==> src/rtl/core/prb_pkg.sv <==
`timescale 1ns / 1ps
// ----------------------------------------------------------------------------
// prb_pkg: shared definitions for the picture reorder buffer
// Field widths, codes, the scan token and the per-cell control group.
// ----------------------------------------------------------------------------
package prb_pkg;

	// Default number of cells in the reorder chain.
	localparam int CAPACITY_DEF = 8;

	// Field widths.
	localparam int ID_W    = 8;
	localparam int TS_W    = 64;
	localparam int ORD_W   = 32;
	localparam int DEPTH_W = 3;

	// Reset value of the reorder depth register.
	localparam logic [DEPTH_W-1:0] DEPTH_RESET = 3'd5;

	// Item kinds carried in the mode bit.
	localparam logic MODE_ADD   = 1'b0;
	localparam logic MODE_DRAIN = 1'b1;

	// Register index decoded from the word address.
	localparam logic REG_DEPTH = 1'b0;

	// Sequencer states.
	typedef enum logic [1:0] {
		ST_IDLE,
		ST_SCAN,
		ST_DONE
	} state_t;

	// Search token that travels down the chain, one cell per cycle.
	typedef struct packed {
		logic                    act;
		logic                    have;
		logic                    stop;
		logic signed [ORD_W-1:0] key;
	} tok_t;

	// Storage control broadcast to every cell.
	typedef struct packed {
		logic ins;
		logic shift;
	} cell_ctl_t;

endpackage

==> src/rtl/core/prb_cell.sv <==
`timescale 1ns / 1ps
// ----------------------------------------------------------------------------
// prb_cell: one entry of the reorder chain
// Holds one picture, takes part in the search as the token passes and
// closes up the gap by loading its younger neighbor.
// ----------------------------------------------------------------------------
module prb_cell #(
	parameter int CAPACITY = prb_pkg::CAPACITY_DEF,
	parameter int INDEX    = 0,
	localparam int IW      = $clog2(CAPACITY),
	localparam int CW      = $clog2(CAPACITY + 1)
) (
	input  logic                             clk,
	input  logic                             arst_n,
	input  prb_pkg::cell_ctl_t               ctl,
	input  logic [CW-1:0]                    count,
	input  logic [IW-1:0]                    pick,
	input  logic [prb_pkg::ID_W-1:0]         ins_buf,
	input  logic [prb_pkg::TS_W-1:0]         ins_stamp,
	input  logic signed [prb_pkg::ORD_W-1:0] ins_order,
	input  logic [prb_pkg::ID_W-1:0]         nxt_buf,
	input  logic [prb_pkg::TS_W-1:0]         nxt_stamp,
	input  logic signed [prb_pkg::ORD_W-1:0] nxt_order,
	input  prb_pkg::tok_t                    tok_in,
	input  logic [IW-1:0]                    idx_in,
	output prb_pkg::tok_t                    tok_out,
	output logic [IW-1:0]                    idx_out,
	output logic [prb_pkg::ID_W-1:0]         ent_buf,
	output logic [prb_pkg::TS_W-1:0]         ent_stamp,
	output logic signed [prb_pkg::ORD_W-1:0] ent_order
);

	logic [prb_pkg::ID_W-1:0]         buf_q;
	logic [prb_pkg::TS_W-1:0]         stamp_q;
	logic signed [prb_pkg::ORD_W-1:0] order_q;
	prb_pkg::tok_t                    tok_q;
	prb_pkg::tok_t                    tok_nxt;
	logic [IW-1:0]                    idx_q;
	logic [IW-1:0]                    idx_nxt;
	logic                             in_range;

	// Entry storage: write at the fill position, or shift toward the head.
	always_ff @(posedge clk) begin
		if (ctl.ins && count == CW'(INDEX)) begin
			buf_q   <= ins_buf;
			stamp_q <= ins_stamp;
			order_q <= ins_order;
		end else if (ctl.shift && pick <= IW'(INDEX)) begin
			buf_q   <= nxt_buf;
			stamp_q <= nxt_stamp;
			order_q <= nxt_order;
		end
	end

	// Search step: keep the least key, stop at a later zero key.
	always_comb begin
		in_range = CW'(INDEX) < count;
		tok_nxt  = tok_in;
		idx_nxt  = idx_in;
		if (tok_in.act && in_range && !tok_in.stop) begin
			if (tok_in.have && order_q == '0) begin
				tok_nxt.stop = 1'b1;
			end else if (!tok_in.have || order_q < tok_in.key) begin
				tok_nxt.have = 1'b1;
				tok_nxt.key  = order_q;
				idx_nxt      = IW'(INDEX);
			end
		end
	end

	// Token register handing the search on to the next cell.
	always_ff @(posedge clk or negedge arst_n) begin
		if (!arst_n) begin
			tok_q <= '0;
			idx_q <= '0;
		end else begin
			tok_q <= tok_nxt;
			idx_q <= idx_nxt;
		end
	end

	assign tok_out   = tok_q;
	assign idx_out   = idx_q;
	assign ent_buf   = buf_q;
	assign ent_stamp = stamp_q;
	assign ent_order = order_q;

endmodule

==> src/rtl/core/picture_reorder_buffer_unit.sv <==
`timescale 1ns / 1ps
// ----------------------------------------------------------------------------
// picture_reorder_buffer_unit: display reorder store for decoded pictures
// Holds decoded pictures in arrival order and releases them by order count.
// ----------------------------------------------------------------------------
// Usage:
//   Input items arrive on the s_ stream. An add stores one picture at the
//   tail of a chain of cells; once more pictures are held than the reorder
//   depth allows, one picture is emitted on the m_ stream. A drain always
//   emits one result, with found low when nothing is held.
//   An add that gives no result skips the search. For an item that emits,
//   the search token walks the chain one cell per cycle; then, once the
//   output register is free, the winner is loaded into it and the gap is
//   closed up. One item is worked on at a time. The result sits in an
//   output register, so the next item is accepted while it waits;
//   a stalled receiver only holds back the following result. Reset
//   empties the store and sets the reorder depth to 5. The depth register
//   sits at address 0 of the APB port and should only be written while
//   the block is idle.
// ----------------------------------------------------------------------------
module picture_reorder_buffer_unit #(
	parameter int CAPACITY = prb_pkg::CAPACITY_DEF
) (
	input  logic         clk,
	input  logic         arst_n,
	// Input stream.
	input  logic         s_tvalid,
	output logic         s_tready,
	// buffer_id[7:0], time_stamp[71:8], top_order[103:72], bottom_order[135:104]
	input  logic [135:0] s_tdata,
	// mode[0], is_field_picture[1], is_bottom_field[2]
	input  logic [2:0]   s_tuser,
	// Result stream.
	output logic         m_tvalid,
	input  logic         m_tready,
	// out_buffer_id[7:0], out_time_stamp[71:8]
	output logic [71:0]  m_tdata,
	// found[0]
	output logic [0:0]   m_tuser,
	// Configuration port.
	input  logic         psel,
	input  logic         penable,
	input  logic         pwrite,
	input  logic [2:0]   paddr,
	input  logic [31:0]  pwdata,
	output logic [31:0]  prdata,
	output logic         pready
);

	localparam int IW = $clog2(CAPACITY);
	localparam int CW = $clog2(CAPACITY + 1);

	// Input field split.
	logic                             in_mode;
	logic [prb_pkg::ID_W-1:0]         in_buf;
	logic [prb_pkg::TS_W-1:0]         in_stamp;
	logic signed [prb_pkg::ORD_W-1:0] in_top;
	logic signed [prb_pkg::ORD_W-1:0] in_bot;
	logic                             in_field;
	logic                             in_bfield;
	logic signed [prb_pkg::ORD_W-1:0] in_key;
	logic                             in_skip;

	// Control state.
	prb_pkg::state_t                  state_q;
	prb_pkg::state_t                  state_nxt;
	logic [CW-1:0]                    count_q;
	logic [prb_pkg::DEPTH_W-1:0]      depth_q;
	logic [7:0]                       depth_eff;
	logic                             start;
	logic                             start_q;
	logic                             have_q;
	logic [IW-1:0]                    pick_q;
	logic                             accept;
	logic                             out_free;
	prb_pkg::cell_ctl_t               ctl;
	logic                             cfg_wr;

	// Output register.
	logic                             m_tvalid_q;
	logic                             found_q;
	logic [prb_pkg::ID_W-1:0]         obuf_q;
	logic [prb_pkg::TS_W-1:0]         ostamp_q;

	// Chain wiring.
	prb_pkg::tok_t                    tok [CAPACITY+1];
	logic [IW-1:0]                    tidx [CAPACITY+1];
	logic [prb_pkg::ID_W-1:0]         cell_buf [CAPACITY];
	logic [prb_pkg::TS_W-1:0]         cell_stamp [CAPACITY];
	logic signed [prb_pkg::ORD_W-1:0] cell_order [CAPACITY];
	logic [CAPACITY:0]                tok_act;

	assign in_buf    = s_tdata[7:0];
	assign in_stamp  = s_tdata[71:8];
	assign in_top    = s_tdata[103:72];
	assign in_bot    = s_tdata[135:104];
	assign in_mode   = s_tuser[0];
	assign in_field  = s_tuser[1];
	assign in_bfield = s_tuser[2];

	// Key is the smaller count; the first field of a pair is dropped.
	assign in_key  = (in_top < in_bot) ? in_top : in_bot;
	assign in_skip = in_field && (in_bfield != (in_top < in_bot));

	// Depth in use never exceeds the store size minus one.
	assign depth_eff = (8'(depth_q) > 8'(CAPACITY - 1)) ? 8'(CAPACITY - 1) : 8'(depth_q);

	// Configuration register.
	assign pready = 1'b1;
	assign cfg_wr = psel && penable && pwrite && pready && paddr[2] == prb_pkg::REG_DEPTH;

	always_ff @(posedge clk or negedge arst_n) begin
		if (!arst_n) begin
			depth_q <= prb_pkg::DEPTH_RESET;
		end else if (cfg_wr) begin
			depth_q <= pwdata[prb_pkg::DEPTH_W-1:0];
		end
	end

	assign prdata = (paddr[2] == prb_pkg::REG_DEPTH) ? 32'(depth_q) : '0;

	// Handshakes.
	assign s_tready = (state_q == prb_pkg::ST_IDLE);
	assign accept   = s_tvalid && s_tready;
	assign out_free = !m_tvalid_q || m_tready;

	// Sequencer next state and cell control.
	always_comb begin
		state_nxt = state_q;
		start     = 1'b0;
		ctl       = '0;
		unique case (state_q)
			prb_pkg::ST_IDLE: begin
				if (accept) begin
					if (in_mode == prb_pkg::MODE_DRAIN) begin
						start     = 1'b1;
						state_nxt = prb_pkg::ST_SCAN;
					end else if (!in_skip) begin
						ctl.ins = 1'b1;
						if (8'(count_q) >= depth_eff) begin
							start     = 1'b1;
							state_nxt = prb_pkg::ST_SCAN;
						end
					end
				end
			end
			prb_pkg::ST_SCAN: begin
				if (tok[CAPACITY].act) begin
					state_nxt = prb_pkg::ST_DONE;
				end
			end
			prb_pkg::ST_DONE: begin
				if (out_free) begin
					ctl.shift = have_q;
					state_nxt = prb_pkg::ST_IDLE;
				end
			end
			default: begin
				state_nxt = prb_pkg::ST_IDLE;
			end
		endcase
	end

	// Sequencer registers and fill count.
	always_ff @(posedge clk or negedge arst_n) begin
		if (!arst_n) begin
			state_q <= prb_pkg::ST_IDLE;
			count_q <= '0;
			start_q <= 1'b0;
			have_q  <= 1'b0;
			pick_q  <= '0;
		end else begin
			state_q <= state_nxt;
			start_q <= start;
			if (ctl.ins) begin
				count_q <= count_q + 1'b1;
			end else if (ctl.shift) begin
				count_q <= count_q - 1'b1;
			end
			if (state_q == prb_pkg::ST_SCAN && tok[CAPACITY].act) begin
				have_q <= tok[CAPACITY].have;
				pick_q <= tidx[CAPACITY];
			end
		end
	end

	// Search token enters the head of the chain.
	assign tok[0]  = '{act: start_q, have: 1'b0, stop: 1'b0, key: '0};
	assign tidx[0] = '0;

	// Chain of cells.
	for (genvar i = 0; i < CAPACITY; i++) begin : g_cell
		logic [prb_pkg::ID_W-1:0]         nb_buf;
		logic [prb_pkg::TS_W-1:0]         nb_stamp;
		logic signed [prb_pkg::ORD_W-1:0] nb_order;

		if (i == CAPACITY - 1) begin : g_tail
			assign nb_buf   = cell_buf[i];
			assign nb_stamp = cell_stamp[i];
			assign nb_order = cell_order[i];
		end else begin : g_body
			assign nb_buf   = cell_buf[i+1];
			assign nb_stamp = cell_stamp[i+1];
			assign nb_order = cell_order[i+1];
		end

		prb_cell #(
			.CAPACITY (CAPACITY),
			.INDEX    (i)
		) u_cell (
			.clk       (clk),
			.arst_n    (arst_n),
			.ctl       (ctl),
			.count     (count_q),
			.pick      (pick_q),
			.ins_buf   (in_buf),
			.ins_stamp (in_stamp),
			.ins_order (in_key),
			.nxt_buf   (nb_buf),
			.nxt_stamp (nb_stamp),
			.nxt_order (nb_order),
			.tok_in    (tok[i]),
			.idx_in    (tidx[i]),
			.tok_out   (tok[i+1]),
			.idx_out   (tidx[i+1]),
			.ent_buf   (cell_buf[i]),
			.ent_stamp (cell_stamp[i]),
			.ent_order (cell_order[i])
		);
	end

	for (genvar j = 0; j <= CAPACITY; j++) begin : g_act
		assign tok_act[j] = tok[j].act;
	end

	// Output register: loaded with the winner, or zeros when nothing is held.
	always_ff @(posedge clk or negedge arst_n) begin
		if (!arst_n) begin
			m_tvalid_q <= 1'b0;
		end else if (state_q == prb_pkg::ST_DONE && out_free) begin
			m_tvalid_q <= 1'b1;
		end else if (m_tready) begin
			m_tvalid_q <= 1'b0;
		end
	end

	always_ff @(posedge clk) begin
		if (state_q == prb_pkg::ST_DONE && out_free) begin
			found_q  <= have_q;
			obuf_q   <= have_q ? cell_buf[pick_q] : '0;
			ostamp_q <= have_q ? cell_stamp[pick_q] : '0;
		end
	end

	assign m_tvalid = m_tvalid_q;
	assign m_tdata  = {ostamp_q, obuf_q};
	assign m_tuser  = found_q;

	// The fill count never passes the number of cells; it reaches that
	// number only while an add that forces one picture out is searched.
	assert property (@(posedge clk) disable iff (!arst_n)
		32'(count_q) <= CAPACITY)
		else $error("fill count exceeds the store size");

	// Only one search is ever in flight along the chain.
	assert property (@(posedge clk) disable iff (!arst_n)
		$countones(tok_act) <= 1)
		else $error("more than one search token in the chain");

	// A finished search arrives only while the sequencer waits for it.
	assert property (@(posedge clk) disable iff (!arst_n)
		tok[CAPACITY].act |-> state_q == prb_pkg::ST_SCAN)
		else $error("search finished outside the scan state");

	// A not-found result carries an all-zero payload.
	assert property (@(posedge clk) disable iff (!arst_n)
		m_tvalid && !m_tuser[0] |-> m_tdata == '0)
		else $error("not-found result with nonzero payload");

endmodule
==> config.mk <==
export PLATFORM = sky130hd
export DESIGN_NAME = picture_reorder_buffer_unit
export DESIGN_NICKNAME = d
export VERILOG_FILES = /design/src/rtl/core/prb_pkg.sv /design/src/rtl/core/prb_cell.sv /design/src/rtl/core/picture_reorder_buffer_unit.sv
export SDC_FILE = /design/constraint.sdc
export NUM_CORES = 2
export LEC_CHECK = 0
export BUFFER_PORTS_ARGS = -buffer_cell sky130_fd_sc_hd__buf_4
export CAP_MARGIN = 0
export CORE_MARGIN = 2
export CORE_UTILIZATION = 32
export DETAILED_ROUTE_END_ITERATION = 6
export GPL_ROUTABILITY_DRIVEN = 1
export PLACE_DENSITY_LB_ADDON = 0.25
export SETUP_SLACK_MARGIN = 0.5
export SYNTH_ARGS = -nofsm -noshare
export SYNTH_HDL_FRONTEND = slang
export SYNTH_SLANG_ARGS = --single-unit
==> constraint.sdc <==
create_clock -name clk -period 17.8 [get_ports clk]
set_input_delay 0.89 -clock clk [delete_from_list [all_inputs] [get_ports clk]]
set_output_delay 0.89 -clock clk [all_outputs]
set_load 0.02 [all_outputs]
After elaboration in Yosys (flattened, before gate mapping):

Index checks and enable logic that the tools add are counted.

* register bits: 1188
* bits of input ports: 181
* output and inout port bits: 108
* word-level logic and storage cells: 337

* $add $sub $neg: 2
* order comparisons: 25
* eq/ne operators: 15
* muxes and demuxes: 136
* bitwise logic cells: 2
* reduce and logical (&&, ||, !) cells: 86

Operator list (number)
* 64-bit 2-to-1 mux: 16
* 32-bit 2-to-1 mux: 29
* 34-bit 2-to-1 mux: 8
* 32-bit less-than comparator: 8
* 32-bit logical NOT: 7
* 64-bit binary-select mux with 3-bit select: 1
* 8-bit 2-to-1 mux: 16
* 3-bit 2-to-1 mux: 21
* 1-bit logical AND: 44
* 1-bit 2-to-1 mux: 35
* 8-bit binary-select mux with 3-bit select: 1
* 2-bit nonzero test: 9
* 4-bit by 3-bit == test with 1-bit output (second input constant): 4
* 3-bit by 4-bit less-than comparator with 1-bit output (first input constant): 4
* 1-bit logical NOT: 15
* 2-bit 2-to-1 mux: 6
* 3-bit less-or-equal comparator (second input constant): 3
* 4-bit by 2-bit == test with 1-bit output (second input constant): 2
* 1-bit logical OR: 8
* 1-bit by 4-bit less-than comparator with 1-bit output (first input constant): 2
* 2-bit by 4-bit less-than comparator with 1-bit output (first input constant): 2
* 4-bit 2-to-1 mux: 2
* 3-bit by 1-bit less-or-equal comparator with 1-bit output (second input constant): 2
* 3-bit by 2-bit less-or-equal comparator with 1-bit output (second input constant): 2
* other kinds (18): 19

Depth between registers and ports, before layout:

* depth after elaboration: 9
* gate-level depth with buffers: 13
* mapped depth without buffers: 10

Modules after synthesis:

From an unflattened synthesis, not the netlist that was laid out.

* cells, all modules: 4140
* area, all modules: 62443.6 um^2

By module, submodules not included
* picture_reorder_buffer_unit: instances 1, cells each 700, area each 8994.9 um^2, seq. area each 2570.0 um^2
* prb_cell (g_cell[1].u_cell): instances 1, cells each 431, area each 6774.0 um^2, seq. area each 4073.9 um^2
* prb_cell (g_cell[5].u_cell): instances 1, cells each 430, area each 6741.5 um^2, seq. area each 4073.9 um^2
* prb_cell (g_cell[7].u_cell): instances 1, cells each 422, area each 6729.0 um^2, seq. area each 4073.9 um^2
* prb_cell (g_cell[4].u_cell): instances 1, cells each 433, area each 6660.1 um^2, seq. area each 4073.9 um^2
* prb_cell (g_cell[6].u_cell): instances 1, cells each 434, area each 6642.6 um^2, seq. area each 4073.9 um^2
* prb_cell (g_cell[2].u_cell): instances 1, cells each 428, area each 6637.6 um^2, seq. area each 4073.9 um^2
* prb_cell (g_cell[0].u_cell): instances 1, cells each 431, area each 6632.6 um^2, seq. area each 4073.9 um^2
* prb_cell (g_cell[3].u_cell): instances 1, cells each 431, area each 6631.4 um^2, seq. area each 4073.9 um^2

Worst setup path after synthesis:

No wires, ideal clock.

* path kind: input port to flip-flop
* from: input port m_tready
* to: register g_cell[6].u_cell.buf_q (netlist bit g_cell[6].u_cell.ent_buf[0]) (enable)
* setup time: 710 ps
* arrival time: 12618 ps
* required time: 17090 ps
* setup slack: 4471 ps
* cell stages on the path: 4
* buffers on the path: 0
* cells stage by stage: nand2b_1 -> nor2b_1 -> nand2_1 -> o21ai_0

* longest elaborated chain between the ends: 5

Ends and longest elaborated chain
* start, declared: RTL line picture_reorder_buffer_unit.sv:35 `input logic m_tready,`
* 1-bit logical OR: RTL line picture_reorder_buffer_unit.sv:125 `assign out_free = !m_tvalid_q || m_tready;`
* 1-bit 2-to-1 mux: RTL line picture_reorder_buffer_unit.sv:153 `if (out_free) begin`
* 1-bit 2-to-1 mux: RTL line picture_reorder_buffer_unit.sv:132 `unique case (state_q)`
* 1-bit logical AND: RTL line prb_cell.sv:48 `end else if (ctl.shift && pick <= IW'(INDEX)) begin`
* 2-bit nonzero test (no line)
* end signal, assigned: RTL line prb_cell.sv:45 `buf_q <= ins_buf;`
* end signal, assigned: RTL line prb_cell.sv:49 `buf_q <= nxt_buf;`
* end, declared: RTL line prb_cell.sv:33 `logic [prb_pkg::ID_W-1:0] buf_q;`

No other way between the ends.
A chain may end at the register's enable or synchronous reset.

Final worst setup path:

* from: input port s_tdata[103]
* to: register g_cell[1].u_cell.order_q (netlist bit g_cell[1].u_cell.ent_order[12]) (enable)

* longest elaborated chain between the ends: 9

Ends and longest elaborated chain
* start, declared: RTL line picture_reorder_buffer_unit.sv:30 `input logic [135:0] s_tdata,`
* 32-bit less-than comparator: RTL line picture_reorder_buffer_unit.sv:103 `assign in_skip = in_field && (in_bfield != (in_top < in_bot));`
* 1-bit != test: RTL line picture_reorder_buffer_unit.sv:103
* 1-bit logical AND: RTL line picture_reorder_buffer_unit.sv:103
* 1-bit 2-to-1 mux: RTL line picture_reorder_buffer_unit.sv:138 `end else if (!in_skip) begin`
* 1-bit 2-to-1 mux: RTL line picture_reorder_buffer_unit.sv:135 `if (in_mode == prb_pkg::MODE_DRAIN) begin`
* 1-bit 2-to-1 mux: RTL line picture_reorder_buffer_unit.sv:134 `if (accept) begin`
* 1-bit 2-to-1 mux: RTL line picture_reorder_buffer_unit.sv:132
* 1-bit logical AND: RTL line prb_cell.sv:44 `if (ctl.ins && count == CW'(INDEX)) begin`
* 2-bit nonzero test (no line)
* end signal, assigned: RTL line prb_cell.sv:47 `order_q <= ins_order;`
* end signal, assigned: RTL line prb_cell.sv:51 `order_q <= nxt_order;`
* end, declared: RTL line prb_cell.sv:35 `logic signed [prb_pkg::ORD_W-1:0] order_q;`

No other way between the ends.

==> flow_metrics.py <==
metrics = {
    "finish": {
        "fin_util_pct": 37.2,
        "syn2layout_area_growth_pct": 15.5,
        "multiInputGateArea_sq_um": 22200,
        "fillers": 17200,
        "final_area_sq_um": 67300,
        "layout-drive-gt1-share_pct": 32.1,
        "seqCellArea_sq_um": 34200,
        "nets": 4713,
    },
    "global_route": {
        "grt_overflow": 0,
        "grt_max_degree": 138,
        "grt_pass1_wl_um": 237000,
        "grt_pass1_vias": 35600,
        "grt_usage_pct": 16.9,
        "antenna_found_initial": 4,
    },
    "clock_network": {
        "cts.path.max_buffers": 3,
        "post_cts_resize_count": 0,
        "cts-root-buf": "clkbuf_16",
        "clk_pin_slew_ns": 0.06,
        "insertion_delay_ns": 0.78,
        "cts_max_level": 4,
        "numCtsBuffers": 137,
        "cts_hold_buffers": 0,
        "cts_tree": "built",
        "post-cts-setup-buffers": 0,
        "cts.sinks": 1183,
    },
    "route": {
        "ant_nets": 0,
        "dr.pass1.iters": 5,
        "drc": 0,
        "drtIter0Drc": 2298,
        "num_vias": 33800,
        "wl_per_cell_um": 23.3,
        "routed_wl_um": 158000,
        "via_per_inst": 4.99,
    },
    "logic_synthesis": {
        "netlist_area_sq_um": 58200,
        "async_reset_ff_share_pct": 23.5,
        "ys_ff_latch": 1183,
        "synth_edf_count": 905,
        "yosysWarningCount": 0,
        "yosysSeqAreaShare_pct": 58.6,
        "synth_top_area_share_pct": 46.7,
        "synth-main-ff-cell": "edfxtp_1",
        "yosys.area.top_type": "edfxtp_1",
        "yosys.cell_types.count": 67,
        "synth_area_leaders": "edfxtp_1 (47%), mux2_2 (14%), dfrtp_1 (12%), mux4_2 (5.6%), ha_1 (5.5%)",
        "synthCells": 4037,
        "syn_area_per_cell_sq_um": 14.4,
    },
    "placement": {
        "dp_slack_ns": 10.94,
        "gp_congestion": 0.827,
        "hpwl_um": 98400,
        "place_area_sq_um": 62600,
        "port_buffers": 227,
    },
    "floorplanning": {
        "core_sq_um": 181000,
        "rows": 156,
        "die-area_sq_um": 185000,
        "die_h_um": 431,
        "ios": 289,
        "start_util_pct": 32.2,
        "die_w_um": 431,
    },
    "power": {
        "finalPower_mw": 9.01,
        "leakage_nw": 24.5,
        "swShare_pct": 31.0,
        "power_density_nw_per_um2": 134,
        "cellInternalPower_mw": 6.22,
        "pwr-share-clk_pct": 32.0,
        "combinationalPowerShare_pct": 26.0,
        "vdd_drop_max_mv": 0.0974,
        "power_switching_mw": 2.79,
        "pwr-share-seq_pct": 42.1,
    },
    "worst_setup_path": {
        "reg2reg_from": "state_q[1]",
        "crit_fanout": 137,
        "endpoint_kind": "register",
        "required_ns": 18.16,
        "critPathArrivalTime_ns": 6.30,
        "setup.worst_path.start": "s_tdata[103]",
        "path_class": "in -> reg",
        "worstSetupStartpointType": "input pin",
    },
    "sta": {
        "post-route-period-util_pct": 33.3,
        "worst_pin_slew_ns": 1.16,
        "fin_ws_ns": 11.87,
        "finalHoldViolations": 0,
        "grt_setup_unrepaired": "false",
        "slew_violations": 0,
        "worst_slew_margin_rel_pct": 20.8,
        "setup_violations": 0,
        "fin_crit_ns": 5.94,
        "final.setup.tns_ns": 0,
        "max_freq_mhz": 168,
        "finClkSkew_ns": 0.0535,
    },
    "status": {
        "status": "finished, final reports clean",
    },
    "run": {
        "cap_violations": 0,
    },
    "hold_path": {
        "hp-class": "in -> async",
    },
}
-- metrics by stage --
stage          std cells  hold WS (ns)
2_1_floorplan       4065         0.348
3_3_place_gp        6507         0.365
3_5_place_dp        6507         0.356
4_1_cts             6763         0.190
5_1_grt             6764         0.246
6_report            6765         0.214
-- registers in the layout, summed over array words and instances, names as in the netlist, 2 cells and up --
name,count
obuf_q,8
g_cell.u_cell.ent_buf,64
g_cell.u_cell.tok_out,246
ostamp_q,64
depth_q,3
g_cell.u_cell.ent_order,256
count_q,4
state_q,2
g_cell.u_cell.ent_stamp,512
pick_q,3
g_cell.u_cell.idx_out,17
-- path summary, 6_finish.rpt --
check / endpoint / slack [ns] / cells past startpoint
min in group clk: g_cell[7].u_cell.ent_stamp[7] / 0.35 / 1
setup / recovery: g_cell[1].u_cell.ent_order[12] / 11.87 / 12
setup reg to reg: g_cell[1].u_cell.ent_order[12] / 12.92 / 8
hold / removal: g_cell[0].u_cell.tok_out[1] / 0.21 / 1
max in group asynchronous: g_cell[4].u_cell.tok_out[13] / 15.27 / 3
hold reg to reg: g_cell[5].u_cell.tok_out[34] / 0.38 / 0
-- worst max-delay path: stages --
cell and delay (ns):
buf_4 0.11, ha_1 0.49, nand4_1 0.20, nor4_1 0.42, o211ai_1 0.17, a21oi_2 0.51, o311ai_4 0.37, nor3_2 0.34
buf_12 0.68, or2_4 0.41, buf_4 0.82, buf_4 0.70
-- layout by cell type, fill, tap and decap left out, drive strengths merged, types with 7 or more instances in the layout --
| cell type | synthesis | layout |
|---|---|---|
| inv | 291 | 301 |
| a21oi | 211 | 211 |
| clkinv | 0 | 49 |
| nand3 | 7 | 7 |
| mux2i | 105 | 105 |
| mux4 | 144 | 144 |
| conb | 2 | 30 |
| nor4 | 51 | 51 |
| nor4b | 7 | 7 |
| o21a | 10 | 10 |
| and3 | 37 | 37 |
| nand4 | 45 | 45 |
| edfxtp | 905 | 905 |
| a211oi | 14 | 14 |
| nand2 | 57 | 57 |
| nor3 | 28 | 28 |
| mux2 | 705 | 705 |
| bufinv | 0 | 8 |
| a21o | 58 | 58 |
| o211ai | 12 | 12 |
| ha | 256 | 256 |
| clkbuf | 47 | 187 |
| nor2b | 87 | 87 |
| and4 | 10 | 10 |
| o21bai | 7 | 7 |
| or2 | 11 | 11 |
| dfrtp | 276 | 276 |
| nor2 | 206 | 206 |
| o21ai | 115 | 115 |
| nand2b | 83 | 83 |
| a2111oi | 12 | 12 |
| buf | 167 | 286 |
-- final cells by class --
type                    instances  area share, %
flip-flops and latches       1183           50.8
diodes                          2        0.00744
repair buffers                286           3.31
clock inverters                69           1.13
clock buffers                 187           5.72
well taps                    2370           4.41
inverters                     291           1.62
multi-input cells            2377           33.0
-- power groups by stage --
stage / Clock [mW] / Combinational, mW / Sequential (mW)
global route: 3.05 / 2.58 / 3.84
finish: 2.88 / 2.34 / 3.79
global placement: 0 / 2.34 / 3.85
detailed placement: 0 / 2.36 / 3.85
CTS: 2.95 / 2.38 / 3.80
floorplan: 0 / 1.68 / 3.71
-- cell families (layout without fill, tap and decap cells) --
logic type / after synthesis / after routing / share of synthesized area, %
DFF: 1183 / 1183 / 58.6
xor gates and xnor gates: 6 / 6 / 0.103
AOI/OAI and AO/OA: 477 / 477 / 4.93
other: 2 / 32 / 0.0129
adders and majority gates: 256 / 256 / 5.50
buffers and inverters: 505 / 833 / 3.87
and+or+nand+nor: 654 / 654 / 5.95
muxes: 954 / 954 / 21.0
-- Yosys cell counts, drive strengths merged (83+ instances only) --
master / count
nor2: 206
ha: 256
o21ai: 115
mux2: 705
nand2b: 83
dfrtp: 276
buf: 167
mux2i: 105
edfxtp: 905
mux4: 144
nor2b: 87
inv: 291
a21oi: 211
-- routing by layer --
metal | up-vias | track usage [%] | wire, um | share of wire [%]
met5 | - | 0 | 16 | 0.010
met4 | 2 | 4.58 | 3840 | 2.4
met3 | 186 | 2.19 | 4990 | 3.2
met2 | 569 | 28.4 | 77500 | 49
met1 | 17400 | 23.0 | 71400 | 45
li1 | 15600 | - | - | -
Power figures use the tool's default switching activity.
